<file path="src/hw/rtl/amfp_pkg.sv">
// Shared types and constants for the ASCII motion frame parser.
// No dependencies; imported by every amfp module and the top level.
`timescale 1ns / 1ps

package amfp_pkg;

  localparam logic [7:0] ChDollar = 8'h24;  // '$'
  localparam logic [7:0] ChM      = 8'h4D;  // 'M'
  localparam logic [7:0] ChComma  = 8'h2C;  // ','
  localparam logic [7:0] ChHash   = 8'h23;  // '#'
  localparam logic [7:0] ChMinus  = 8'h2D;  // '-'
  localparam logic [7:0] ChPlus   = 8'h2B;  // '+'
  localparam logic [7:0] ChZero   = 8'h30;  // '0'
  localparam logic [7:0] ChNine   = 8'h39;  // '9'

  localparam int unsigned MaskW   = 9;
  localparam logic [MaskW-1:0] MaskReset = 9'd153;
  localparam logic [3:0]  PointMax = 4'd9;
  localparam logic [1:0]  ModeTwo   = 2'd2;
  localparam logic [1:0]  ModeThree = 2'd3;
  localparam logic [1:0]  ModeNone  = 2'd0;

  typedef enum logic [3:0] {
    PH_HUNT     = 4'd0,
    PH_DOLLAR   = 4'd1,
    PH_DOLLAR_M = 4'd2,
    PH_F0_START = 4'd3,
    PH_F0_SIGN  = 4'd4,
    PH_F0_DIG   = 4'd5,
    PH_F1_START = 4'd6,
    PH_F1_SIGN  = 4'd7,
    PH_F1_DIG   = 4'd8,
    PH_F2_START = 4'd9,
    PH_F2_SIGN  = 4'd10,
    PH_F2_DIG   = 4'd11,
    PH_IDLE     = 4'd12
  } phase_e;

  typedef enum logic [1:0] {
    SUB_START = 2'd0,
    SUB_SIGN  = 2'd1,
    SUB_DIG   = 2'd2
  } sub_e;

  typedef struct packed {
    logic [7:0] rx_byte;
    logic       packet_end;
  } in_req_t;

  typedef struct packed {
    logic signed [31:0] rate_tenths;
    logic signed [31:0] delta_tenths;
    logic               point_changed;
    logic [3:0]         current_point;
    logic [1:0]         drive_mode;
  } result_t;

endpackage

</file>
<file path="src/hw/rtl/amfp_in_stage.sv">
// Input register for received bytes; holds one request until the parser takes it.
// Depends on amfp_pkg.
`timescale 1ns / 1ps

module amfp_in_stage (
  input  logic             clk_i,
  input  logic             rst_ni,
  input  logic             in_valid_i,
  output logic             in_stall_o,
  input  amfp_pkg::in_req_t in_req_i,
  input  logic             advance_i,
  output logic             valid_o,
  output amfp_pkg::in_req_t req_o
);
  import amfp_pkg::*;

  logic    valid_q, valid_d;
  in_req_t req_q;
  logic    accept;

  // Stall only when holding a request that is not moving on this cycle.
  assign in_stall_o = valid_q && !advance_i;
  assign accept     = in_valid_i && !in_stall_o;

  always_comb begin
    valid_d = valid_q;
    if (accept) begin
      valid_d = 1'b1;
    end else if (advance_i) begin
      valid_d = 1'b0;
    end
  end

  always_ff @(posedge clk_i or negedge rst_ni) begin
    if (!rst_ni) begin
      valid_q <= 1'b0;
    end else begin
      valid_q <= valid_d;
    end
  end

  always_ff @(posedge clk_i) begin
    if (accept) begin
      req_q <= in_req_i;
    end
  end

  assign valid_o = valid_q;
  assign req_o   = req_q;

endmodule

</file>
<file path="src/hw/rtl/amfp_parser.sv">
// Frame parse state machine: header hunt, three signed decimal fields, point update.
// Depends on amfp_pkg. Emits a combinational result for the output register.
`timescale 1ns / 1ps

module amfp_parser (
  input  logic                     clk_i,
  input  logic                     rst_ni,
  input  logic                     step_i,
  input  amfp_pkg::in_req_t        req_i,
  input  logic [amfp_pkg::MaskW-1:0] mask_i,
  output logic                     res_valid_o,
  output amfp_pkg::result_t        res_o
);
  import amfp_pkg::*;

  phase_e      phase_q, phase_d;
  logic [30:0] acc_q, acc_d;
  logic        neg_q, neg_d;
  logic [31:0] first_q, first_d;
  logic [31:0] second_q, second_d;
  logic [3:0]  point_q, point_d;

  logic        is_field;
  logic [1:0]  field;
  sub_e        sub;
  logic [7:0]  c;
  logic        digit;
  logic        sign_ch;
  logic [3:0]  digit_val;
  logic [34:0] acc_x10;
  logic [30:0] acc_next;
  logic [31:0] sval;
  logic        emit;
  logic        point_new;
  logic [15:0] mask_ext;
  logic [3:0]  mask_idx;

  function automatic phase_e start_phase(input logic [1:0] f);
    phase_e p;
    case (f)
      2'd0:    p = PH_F0_START;
      2'd1:    p = PH_F1_START;
      default: p = PH_F2_START;
    endcase
    return p;
  endfunction

  function automatic phase_e sign_phase(input logic [1:0] f);
    phase_e p;
    case (f)
      2'd0:    p = PH_F0_SIGN;
      2'd1:    p = PH_F1_SIGN;
      default: p = PH_F2_SIGN;
    endcase
    return p;
  endfunction

  function automatic phase_e dig_phase(input logic [1:0] f);
    phase_e p;
    case (f)
      2'd0:    p = PH_F0_DIG;
      2'd1:    p = PH_F1_DIG;
      default: p = PH_F2_DIG;
    endcase
    return p;
  endfunction

  assign c         = req_i.rx_byte;
  assign digit     = (c >= ChZero) && (c <= ChNine);
  assign sign_ch   = (c == ChMinus) || (c == ChPlus);
  assign digit_val = 4'(c - ChZero);

  // acc*10 + digit, saturated to 2^31-1
  assign acc_x10  = ({4'b0, acc_q} << 3) + ({4'b0, acc_q} << 1) + {31'b0, digit_val};
  assign acc_next = (acc_x10[34:31] != 4'b0) ? {31{1'b1}} : acc_x10[30:0];
  assign sval     = neg_q ? (32'd0 - {1'b0, acc_q}) : {1'b0, acc_q};

  // Decode field number and position within the field.
  always_comb begin
    is_field = 1'b1;
    field    = 2'd0;
    sub      = SUB_START;
    unique case (phase_q)
      PH_F0_START: begin field = 2'd0; sub = SUB_START; end
      PH_F0_SIGN:  begin field = 2'd0; sub = SUB_SIGN;  end
      PH_F0_DIG:   begin field = 2'd0; sub = SUB_DIG;   end
      PH_F1_START: begin field = 2'd1; sub = SUB_START; end
      PH_F1_SIGN:  begin field = 2'd1; sub = SUB_SIGN;  end
      PH_F1_DIG:   begin field = 2'd1; sub = SUB_DIG;   end
      PH_F2_START: begin field = 2'd2; sub = SUB_START; end
      PH_F2_SIGN:  begin field = 2'd2; sub = SUB_SIGN;  end
      PH_F2_DIG:   begin field = 2'd2; sub = SUB_DIG;   end
      default:     is_field = 1'b0;
    endcase
  end

  assign emit = is_field && !digit && (sub == SUB_DIG) && (field == 2'd2) && (c == ChHash);
  assign point_new = !neg_q && (acc_q != 31'd0) && (acc_q <= {27'b0, PointMax})
                     && (acc_q[3:0] != point_q);

  // Next state
  always_comb begin
    phase_d  = phase_q;
    acc_d    = acc_q;
    neg_d    = neg_q;
    first_d  = first_q;
    second_d = second_q;
    point_d  = point_q;
    unique case (phase_q)
      PH_HUNT: begin
        if (c == ChDollar) phase_d = PH_DOLLAR;
      end
      PH_DOLLAR: begin
        if (c == ChM) phase_d = PH_DOLLAR_M;
        else if (c != ChDollar) phase_d = PH_HUNT;
      end
      PH_DOLLAR_M: begin
        if (c == ChComma) begin
          phase_d = PH_F0_START;
          acc_d   = '0;
          neg_d   = 1'b0;
        end else if (c == ChDollar) begin
          phase_d = PH_DOLLAR;
        end else begin
          phase_d = PH_HUNT;
        end
      end
      default: begin
        if (!is_field) begin
          phase_d = PH_IDLE;
        end else if (digit) begin
          acc_d   = acc_next;
          phase_d = dig_phase(field);
        end else if (sub == SUB_START && sign_ch) begin
          neg_d   = (c == ChMinus);
          phase_d = sign_phase(field);
        end else if (sub != SUB_DIG) begin
          phase_d = PH_IDLE;
        end else if (field != 2'd2) begin
          if (c != ChComma) begin
            phase_d = PH_IDLE;
          end else begin
            if (field == 2'd0) first_d = sval;
            else second_d = sval;
            acc_d   = '0;
            neg_d   = 1'b0;
            phase_d = start_phase(field + 2'd1);
          end
        end else begin
          phase_d = PH_IDLE;
          if (emit && point_new) point_d = acc_q[3:0];
        end
      end
    endcase
    // End of packet always returns to the header hunt.
    if (req_i.packet_end) begin
      phase_d = PH_HUNT;
      acc_d   = '0;
      neg_d   = 1'b0;
    end
  end

  // Result fields
  assign mask_ext = {{(16 - MaskW){1'b0}}, mask_i};
  assign mask_idx = acc_q[3:0] - 4'd1;

  always_comb begin
    res_valid_o         = step_i && emit;
    res_o.rate_tenths   = first_q;
    res_o.delta_tenths  = second_q;
    res_o.point_changed = point_new;
    res_o.current_point = point_d;
    res_o.drive_mode    = ModeNone;
    if (point_new) begin
      res_o.drive_mode = mask_ext[mask_idx] ? ModeTwo : ModeThree;
    end
  end

  always_ff @(posedge clk_i or negedge rst_ni) begin
    if (!rst_ni) begin
      phase_q  <= PH_HUNT;
      acc_q    <= '0;
      neg_q    <= 1'b0;
      first_q  <= '0;
      second_q <= '0;
      point_q  <= '0;
    end else if (step_i) begin
      phase_q  <= phase_d;
      acc_q    <= acc_d;
      neg_q    <= neg_d;
      first_q  <= first_d;
      second_q <= second_d;
      point_q  <= point_d;
    end
  end

endmodule

</file>
<file path="src/hw/rtl/amfp_out_stage.sv">
// Result register; holds a finished frame result until the sink takes it.
// Depends on amfp_pkg.
`timescale 1ns / 1ps

module amfp_out_stage (
  input  logic              clk_i,
  input  logic              rst_ni,
  input  logic              res_valid_i,
  input  amfp_pkg::result_t res_i,
  output logic              free_o,
  output logic              out_valid_o,
  input  logic              out_stall_i,
  output amfp_pkg::result_t res_o
);
  import amfp_pkg::*;

  logic    valid_q;
  result_t res_q;

  assign free_o = !valid_q || !out_stall_i;

  always_ff @(posedge clk_i or negedge rst_ni) begin
    if (!rst_ni) begin
      valid_q <= 1'b0;
    end else if (free_o) begin
      valid_q <= res_valid_i;
    end
  end

  always_ff @(posedge clk_i) begin
    if (free_o && res_valid_i) begin
      res_q <= res_i;
    end
  end

  assign out_valid_o = valid_q;
  assign res_o       = res_q;

endmodule

</file>
<file path="src/hw/rtl/ascii_motion_frame_parser.sv">
// Top level of the ASCII motion frame parser: input register, parser, result register.
// Depends on amfp_pkg, amfp_in_stage, amfp_parser, amfp_out_stage.
//
//   channel | signals                                     | dir
//   --------+---------------------------------------------+-----
//   in      | in_valid_i, in_stall_o, rx_byte_i,          | in
//           | packet_end_i                                |
//   out     | out_valid_o, out_stall_i, rate_tenths_o,    | out
//           | delta_tenths_o, point_changed_o,            |
//           | current_point_o, drive_mode_o               |
//   cfg     | cfg_we_i, cfg_data_i (mode_two_point_mask)  | in
//
// One byte per cycle while the output is not stalled: a request waits in the input register, is parsed
// in a single pass, and a closing '#' lands in the result register the next edge.
// Reset clears the parse phase, values and stored point; the mask returns to 153.
// Output stall holds the result register and, through it, the input register.
`timescale 1ns / 1ps

module ascii_motion_frame_parser (
  input  logic               clk_i,
  input  logic               rst_ni,
  input  logic               in_valid_i,
  output logic               in_stall_o,
  input  logic [7:0]         rx_byte_i,
  input  logic               packet_end_i,
  output logic               out_valid_o,
  input  logic               out_stall_i,
  output logic signed [31:0] rate_tenths_o,
  output logic signed [31:0] delta_tenths_o,
  output logic               point_changed_o,
  output logic [3:0]         current_point_o,
  output logic [1:0]         drive_mode_o,
  input  logic               cfg_we_i,
  input  logic [8:0]         cfg_data_i
);
  import amfp_pkg::*;

  logic [MaskW-1:0] mask_q;
  in_req_t in_req;
  in_req_t stg_req;
  logic    stg_valid;
  logic    out_free;
  logic    step;
  logic    res_valid;
  result_t res;
  result_t res_out;

  always_ff @(posedge clk_i or negedge rst_ni) begin
    if (!rst_ni) begin
      mask_q <= MaskReset;
    end else if (cfg_we_i) begin
      mask_q <= cfg_data_i;
    end
  end

  assign in_req.rx_byte    = rx_byte_i;
  assign in_req.packet_end = packet_end_i;
  assign step              = stg_valid && out_free;

  amfp_in_stage u_in_stage (
    .clk_i      (clk_i),
    .rst_ni     (rst_ni),
    .in_valid_i (in_valid_i),
    .in_stall_o (in_stall_o),
    .in_req_i   (in_req),
    .advance_i  (step),
    .valid_o    (stg_valid),
    .req_o      (stg_req)
  );

  amfp_parser u_parser (
    .clk_i       (clk_i),
    .rst_ni      (rst_ni),
    .step_i      (step),
    .req_i       (stg_req),
    .mask_i      (mask_q),
    .res_valid_o (res_valid),
    .res_o       (res)
  );

  amfp_out_stage u_out_stage (
    .clk_i       (clk_i),
    .rst_ni      (rst_ni),
    .res_valid_i (res_valid),
    .res_i       (res),
    .free_o      (out_free),
    .out_valid_o (out_valid_o),
    .out_stall_i (out_stall_i),
    .res_o       (res_out)
  );

  assign rate_tenths_o   = res_out.rate_tenths;
  assign delta_tenths_o  = res_out.delta_tenths;
  assign point_changed_o = res_out.point_changed;
  assign current_point_o = res_out.current_point;
  assign drive_mode_o    = res_out.drive_mode;

endmodule

</file>
<file path="config.mk">
export PLATFORM = sky130hd
export DESIGN_NAME = ascii_motion_frame_parser
export DESIGN_NICKNAME = d
export VERILOG_FILES = /design/src/hw/rtl/amfp_pkg.sv /design/src/hw/rtl/amfp_in_stage.sv /design/src/hw/rtl/amfp_parser.sv /design/src/hw/rtl/amfp_out_stage.sv /design/src/hw/rtl/ascii_motion_frame_parser.sv
export SDC_FILE = /design/constraint.sdc
export NUM_CORES = 1
export LEC_CHECK = 0
export BUFFER_PORTS_ARGS = -buffer_cell sky130_fd_sc_hd__buf_2
export CORE_MARGIN = 4
export CORE_UTILIZATION = 60
export CTS_CLUSTER_DIAMETER = 50
export CTS_CLUSTER_SIZE = 16
export DETAILED_ROUTE_END_ITERATION = 8
export PLACE_DENSITY_LB_ADDON = 0.05
export REMOVE_ABC_BUFFERS = 1
export SLEW_MARGIN = 5
export SYNTH_ARGS = -nofsm -noshare
export SYNTH_HDL_FRONTEND = slang
export SYNTH_HIERARCHICAL = 1
export SYNTH_SLANG_ARGS = --single-unit
</file>
<file path="constraint.sdc">
create_clock -name clk_i -period 12 [get_ports clk_i]
set_clock_uncertainty 0.2 [all_clocks]
set_input_delay 0 -clock clk_i [delete_from_list [all_inputs] [get_ports clk_i]]
set_output_delay 0 -clock clk_i [all_outputs]
set_load 0.02 [all_outputs]
</file>
==> results_dict.tcl, run 1 <==
set metrics [dict create \
    synth_seq_area_share_pct 51.30 \
    p_comb_share_pct 8.3 \
    rsz0062_at_grt "no" \
    cp-start-kind "flop" \
    path_cells "fa_1, fa_1, a211oi_1, o211ai_1, a41o_1, a211o_1, a21oi_1, a21oi_1, a31oi_4, a221o_1" \
    pre_cts_slack_ns 7.622 \
    clk_pin_slew_ns 0.08 \
    cts_resized 0 \
    worstSetupPathType "reg2reg" \
    period_needed_ns 4.456 \
    drv_slew 0 \
    fillers 1192 \
    ys_seq_elements 195 \
    first_pass_iters 5 \
    pin_count 96 \
    fmax_mhz 224.4 \
    cp_num_buf_inv 0 \
    slowest_delay_ns 0.71 \
    fin_nets 1118 \
    vias 7668 \
    hpwl_um 16260 \
    clock_path_buffers 2 \
    final_common_cell "nand2_1" \
    viasPerCell 6.091 \
    synth_cells 921 \
    internal-power_mw 1.033 \
    dieArea_um2 19330 \
    seqPwrFrac_pct 51.1 \
    synthMuxAreaShare_pct 3.012 \
    area_growth_pct 14.60 \
    leakagePower_nw 5.639 \
    irDropWorstVdd_mv 0.09981 \
    synthSimpleGateAreaFrac_pct 12.73 \
    diodes 0 \
    fin_setup_tns_ns 0 \
    overflow 0 \
    crit_slowest_cell "dfrtp_1" \
    cts_buffers 17 \
    async_reset_ff_share_pct 58.97 \
    cts.sinks 195 \
    gp_congestion 0.9286 \
    swShare_pct 26.56 \
    std_cell_rows 47 \
    finalHoldViolCount 0 \
    cts_tree "yes" \
    synth_edf_count 80 \
    die_w_um 139.0 \
    area.sequential_um2 5285 \
    required_ns 12.16 \
    pwr-share-clk_pct 40.6 \
    multi_input_area_um2 4720 \
    ant_nets 0 \
    min_path_type "in2reg" \
    drc 0 \
    antenna_found_initial 0 \
    fin_crit_sh_pct 37.13 \
    p_sw_mw 0.3738 \
    io_buffers 95 \
    grt_max_degree 73 \
    cts_max_level 4 \
    critical_path_arrival_ns 4.62 \
    instances_no_fill 1259 \
    synth_area_um2 10300 \
    initial_utilization_pct 61.69 \
    synthFlopType "dfrtp_1" \
    synth_top_family_by_area "compound AO/OA/AOI/OAI gates" \
    wl_per_cell_um 19.17 \
    synth.distinct_cells 79 \
    synth_fa_ha_area_share_pct 8.526 \
    mostFrequentLayoutCells "123 x nand2_1, 111 x dfrtp_1, 94 x buf_2, 80 x edfxtp_1, 67 x ha_1" \
    synth-compound-area-share_pct 16.23 \
    yosys.area_share.xor_xnor_pct 5.198 \
    drive_above_1_share_pct 17.13 \
    relSlewSlack_pct 15.12 \
    dp.cells 1194 \
    core-area_um2 16700 \
    power_density_nw_per_um2 119.2 \
    syn_avg_cell_area_um2 11.19 \
    outcome "finished clean" \
    drt_iter0_drc 629 \
    wl_um 24130 \
    max_slew.worst_pin.slew_ns 1.273 \
    critPathTopFamily "compound AO/OA/AOI/OAI gates" \
    critPathCaptureType "flop" \
    grt_usage_pct 24.93 \
    root_buffer "clkbuf_16" \
    fp.dieH_um 139.0 \
    cp_max_fo 27 \
    grt_pass1_vias 7356 \
    setup_viol 0 \
    grt_pass1_wl_um 38810 \
    final.setup.worst_slack_ns 7.544 \
    yosys_warnings 6 \
    cap_violations 0 \
    clock_latency_ns 0.43 \
]
-- state kept, by name, indices dropped and copies added (netlist names) --
signal                   cells
u_parser/point_q             4
u_out_stage/out_valid_o      1
u_in_stage/req_o             9
u_parser/first_q            32
u_parser/acc_q              31
u_parser/phase_q             4
u_in_stage/valid_o           1
mask_q                       9
u_parser/second_q           32
u_out_stage/res_o           71
u_parser/neg_q               1
-- worst register-to-register path, delay by kind of cell, from the launching register on --
family          cells  cell delay [ns]
compound gates      8             2.41
fa+ha+maj           2             1.06
flops               1             0.71
-- power groups by stage --
stage	Combinational (mW)	Clock (mW)	Sequential, mW
final	0.117	0.572	0.719
after global routing	0.128	0.610	0.721
after CTS	0.115	0.570	0.718
after detailed placement	0.103	0	0.732
after global placement	0.0996	0	0.731
after floorplan	0.0720	0	0.726
-- layer usage --
layer	vias to the layer above	global-route usage (%)	routed length [µm]
met2	232	39.58	11520
met1	3758	35.09	10940
met4	0	8.136	599
met3	43	4.621	1072
li1	3635	-	-
met5	-	0	0
-- area by class of cell --
cell class	instances	area share, %
Clock buffer	17	3.603
Sequential cell	195	44.76
Timing Repair Buffer	133	7.249
Multi-Input combinational cell	661	39.97
Clock inverter	15	1.505
Tap cell	220	2.332
Inverter	18	0.5723
-- worst paths after layout --
kind	start	to	slack (ns)	cells past startpoint
max in group asynchronous	rst_ni	u_parser/second_q[13]	10.30	4
min	rx_byte_i[3]	u_in_stage/req_o[4]	0.07	2
min in group asynchronous	rst_ni	u_parser/acc_q[27]	0.45	4
max reg2reg	u_parser/acc_q[0]	u_parser/acc_q[18]	7.54	10
min reg2reg	u_parser/first_q[30]	u_out_stage/res_o[69]	0.25	0
max	u_parser/acc_q[0]	u_parser/acc_q[18]	7.54	10
-- cells in the mapped netlist (9+ instances only) --
master / number / area [µm²]
dfrtp_1: 111 / 2778
xnor2_1: 22 / 192.7
nand2b_1: 10 / 62.56
xor2_1: 36 / 315.3
ha_1: 67 / 838.3
a221o_1: 28 / 280.3
nand3_1: 24 / 120.1
inv_1: 18 / 67.56
o31ai_1: 11 / 82.58
clkbuf_1: 29 / 108.9
o21ai_1: 33 / 165.2
nand4_1: 9 / 56.30
a21oi_1: 32 / 160.2
o211ai_1: 10 / 75.07
o21ai_0: 58 / 290.3
edfxtp_1: 80 / 2402
nand2_1: 123 / 461.7
mux2_4: 9 / 135.1
nor2_1: 44 / 165.2
nor3_1: 12 / 60.06
-- cells by family after synthesis --
| group | count (synthesis) |
|---|---|
| compound gates | 238 |
| simple gates | 272 |
| mux | 23 |
| fa+ha+maj | 69 |
| flops | 195 |
| xor+xnor | 59 |
| buf+inv | 65 |
-- per-stage QoR --
step | cell area (µm²) | power [mW] | utilization (%) | hold slack (ns)
global route | 11810 | 1.459 | 70.69 | 0.06446
finish | 11810 | 1.407 | 70.69 | 0.07020
CTS | 11810 | 1.403 | 70.69 | 0.05479
detailed placement | 10860 | 0.8352 | 65.04 | -0.1813
global placement | 10860 | 0.8306 | 65.04 | -0.1907
floorplan | 10060 | 0.7982 | - | -0.4956
-- what timing repair did --
action | CTS | global route
hold buffers | 33 | 0
buffers inserted | 0 | 0
setup endpoints to repair | 0 | 0
endpoints found under the hold margin | 72 | 0
Note: power is estimated with default switching activity, not from simulation.
==> run 2: changes to the inputs <==
- clock period: 12 -> 4.4 ns (I/O delays scaled with it)
==> results_dict.tcl, run 2 (same netlist as run 1, synthesis figures left out) <==
set metrics [dict create \
    pwr-share-clk_pct 39.7 \
    ant_nets 0 \
    critical_path_arrival_ns 4.25 \
    dp.cells 1205 \
    vias 7808 \
    hpwl_um 16760 \
    finalHoldViolCount 6 \
    die_w_um 139.0 \
    slowest_delay_ns 0.57 \
    violations "hold timing" \
    largest_reg_flops 71 \
    cp_common_cell "fa_1" \
    power_density_nw_per_um2 317.9 \
    clock_path_buffers 2 \
    crit_slowest_cell "fa_1" \
    core-area_um2 16700 \
    grt_pass1_vias 7700 \
    critPathCaptureType "flop" \
    dieArea_um2 19330 \
    drive_above_1_share_pct 18.03 \
    fin_nets 1127 \
    final_area_um2 11870 \
    cts.sinks 195 \
    relSlewSlack_pct 21.42 \
    area_growth_pct 15.17 \
    io_buffers 95 \
    cap_violations 0 \
    internal-power_mw 2.801 \
    cts_tree "yes" \
    mostFrequentLayoutCells "123 x nand2_1, 111 x dfrtp_1, 94 x buf_2, 80 x edfxtp_1, 67 x ha_1" \
    total_power_mw 3.772 \
    overflow 0 \
    setup.reg_to_reg.worst_slack_ns 0.25 \
    seqPwrFrac_pct 51.7 \
    leakagePower_nw 5.663 \
    p_sw_mw 0.9710 \
    critPathTopFamily "compound AO/OA/AOI/OAI gates" \
    setup_viol 0 \
    cp-start-kind "flop" \
    grt_pass1_wl_um 39980 \
    p_comb_share_pct 8.6 \
    rsz0062_at_grt "no" \
    antenna_found_initial 0 \
    gp_congestion 0.9453 \
    required_ns 4.50 \
    grt_max_degree 67 \
    period_needed_ns 4.147 \
    clk_pin_slew_ns 0.07 \
    max_slew.worst_pin.slew_ns 1.179 \
    grt_usage_pct 25.41 \
    hold_ws_ns -0.01303 \
    first_pass_iters 5 \
    swShare_pct 25.74 \
    path_cells "fa_1, fa_1, a211oi_1, o211ai_1, a41o_1, a211o_1, a21oi_1, a31o_2, a31oi_4, a221o_1" \
    drt_iter0_drc 579 \
    dpl_cell_area_um2 10960 \
    instances_no_fill 1269 \
    final_util_pct 71.04 \
    worstSetupPathType "reg2reg" \
    wl_per_cell_um 19.49 \
    fmax_mhz 241.2 \
    irDropWorstVdd_mv 0.2627 \
    pin_count 96 \
    cts_buffers 17 \
    root_buffer "clkbuf_16" \
    min_path_type "in2async" \
    cp_max_fo 14 \
    fp.dieH_um 139.0 \
    drc 0 \
    std_cell_rows 47 \
    cp_num_buf_inv 0 \
    clock_latency_ns 0.43 \
    fin_crit_sh_pct 94.24 \
    drv_slew 0 \
    outcome "finished, violations left" \
    final_common_cell "nand2_1" \
    viasPerCell 6.153 \
    initial_utilization_pct 61.69 \
    cts_max_level 4 \
    wl_um 24740 \
]
==> run 2: cell count changes in the layout (fill, tap and decap cells not counted), moves of 2 or more <==
| cell | previous run | this run |
|---|---|---|
| inv_6 | 3 | 1 |
| clkinv_8 | 5 | 2 |
| buf_4 | 6 | 16 |
| dlygate4sd3_1 | 32 | 30 |
| clkinvlp_4 | 0 | 3 |
==> run 2: per-stage QoR <==
| stage | setup TNS (ns) | hold slack, ns | worst slack [ns] |
|---|---|---|---|
| global placement | 0 | -0.09039 | 0.3215 |
| global route | 0 | 0.06740 | 0.07542 |
| detailed placement | 0 | -0.06883 | 0.1693 |
| CTS | 0 | 0.01913 | 0.1542 |
| floorplan | -11.00 | -0.4956 | -0.1549 |
| finish | 0 | -0.01303 | 0.2532 |
==> run 2: power by group through the flow <==
stage                     Clock (mW)  Combinational, mW  Sequential [mW]
after CTS                       1.50              0.321             1.95
after detailed placement           0              0.293             1.99
final                           1.50              0.326             1.95
after global routing            1.60              0.364             1.95
after floorplan                    0              0.196             1.98
after global placement             0              0.285             1.98
==> run 2: per-layer routing <==
metal	up-vias	global-route usage, %	wire length (µm)
met4	0	7.467	462
met1	3835	34.94	10860
met5	-	0	0
met2	275	41.40	12000
met3	38	5.069	1417
li1	3660	-	-
==> run 2: timing repair <==
item,4_1_cts,5_1_grt
setup endpoints to repair,0,27
resized for setup,0,2
endpoints found under the hold margin,106,0
hold buffers,30,0
setup buffers,0,0
==> run 2: final timing paths <==
path	from	end	cells past startpoint
max in group asynchronous	rst_ni	u_parser/acc_q[1]	3
setup / recovery	u_in_stage/req_o[4]	u_parser/acc_q[27]	10
setup reg to reg	u_in_stage/req_o[4]	u_parser/acc_q[27]	10
hold reg to reg	u_parser/second_q[18]	u_out_stage/res_o[25]	0
min in group clk_i	packet_end_i	u_in_stage/req_o[0]	2
hold / removal	rst_ni	u_parser/first_q[29]	2
==> run 2: area by class of cell <==
| cell class | count | area [µm²] |
|---|---|---|
| fillers | 1168 | 4836 |
| well taps | 220 | 275.3 |
| clock buffers | 18 | 429.2 |
| clock inverters | 14 | 142.6 |
| repair buffers | 141 | 910.9 |
| inverters | 18 | 67.56 |
| multi-input cells | 662 | 4752 |
| flip-flops and latches | 195 | 5285 |
| diodes | 1 | 2.502 |
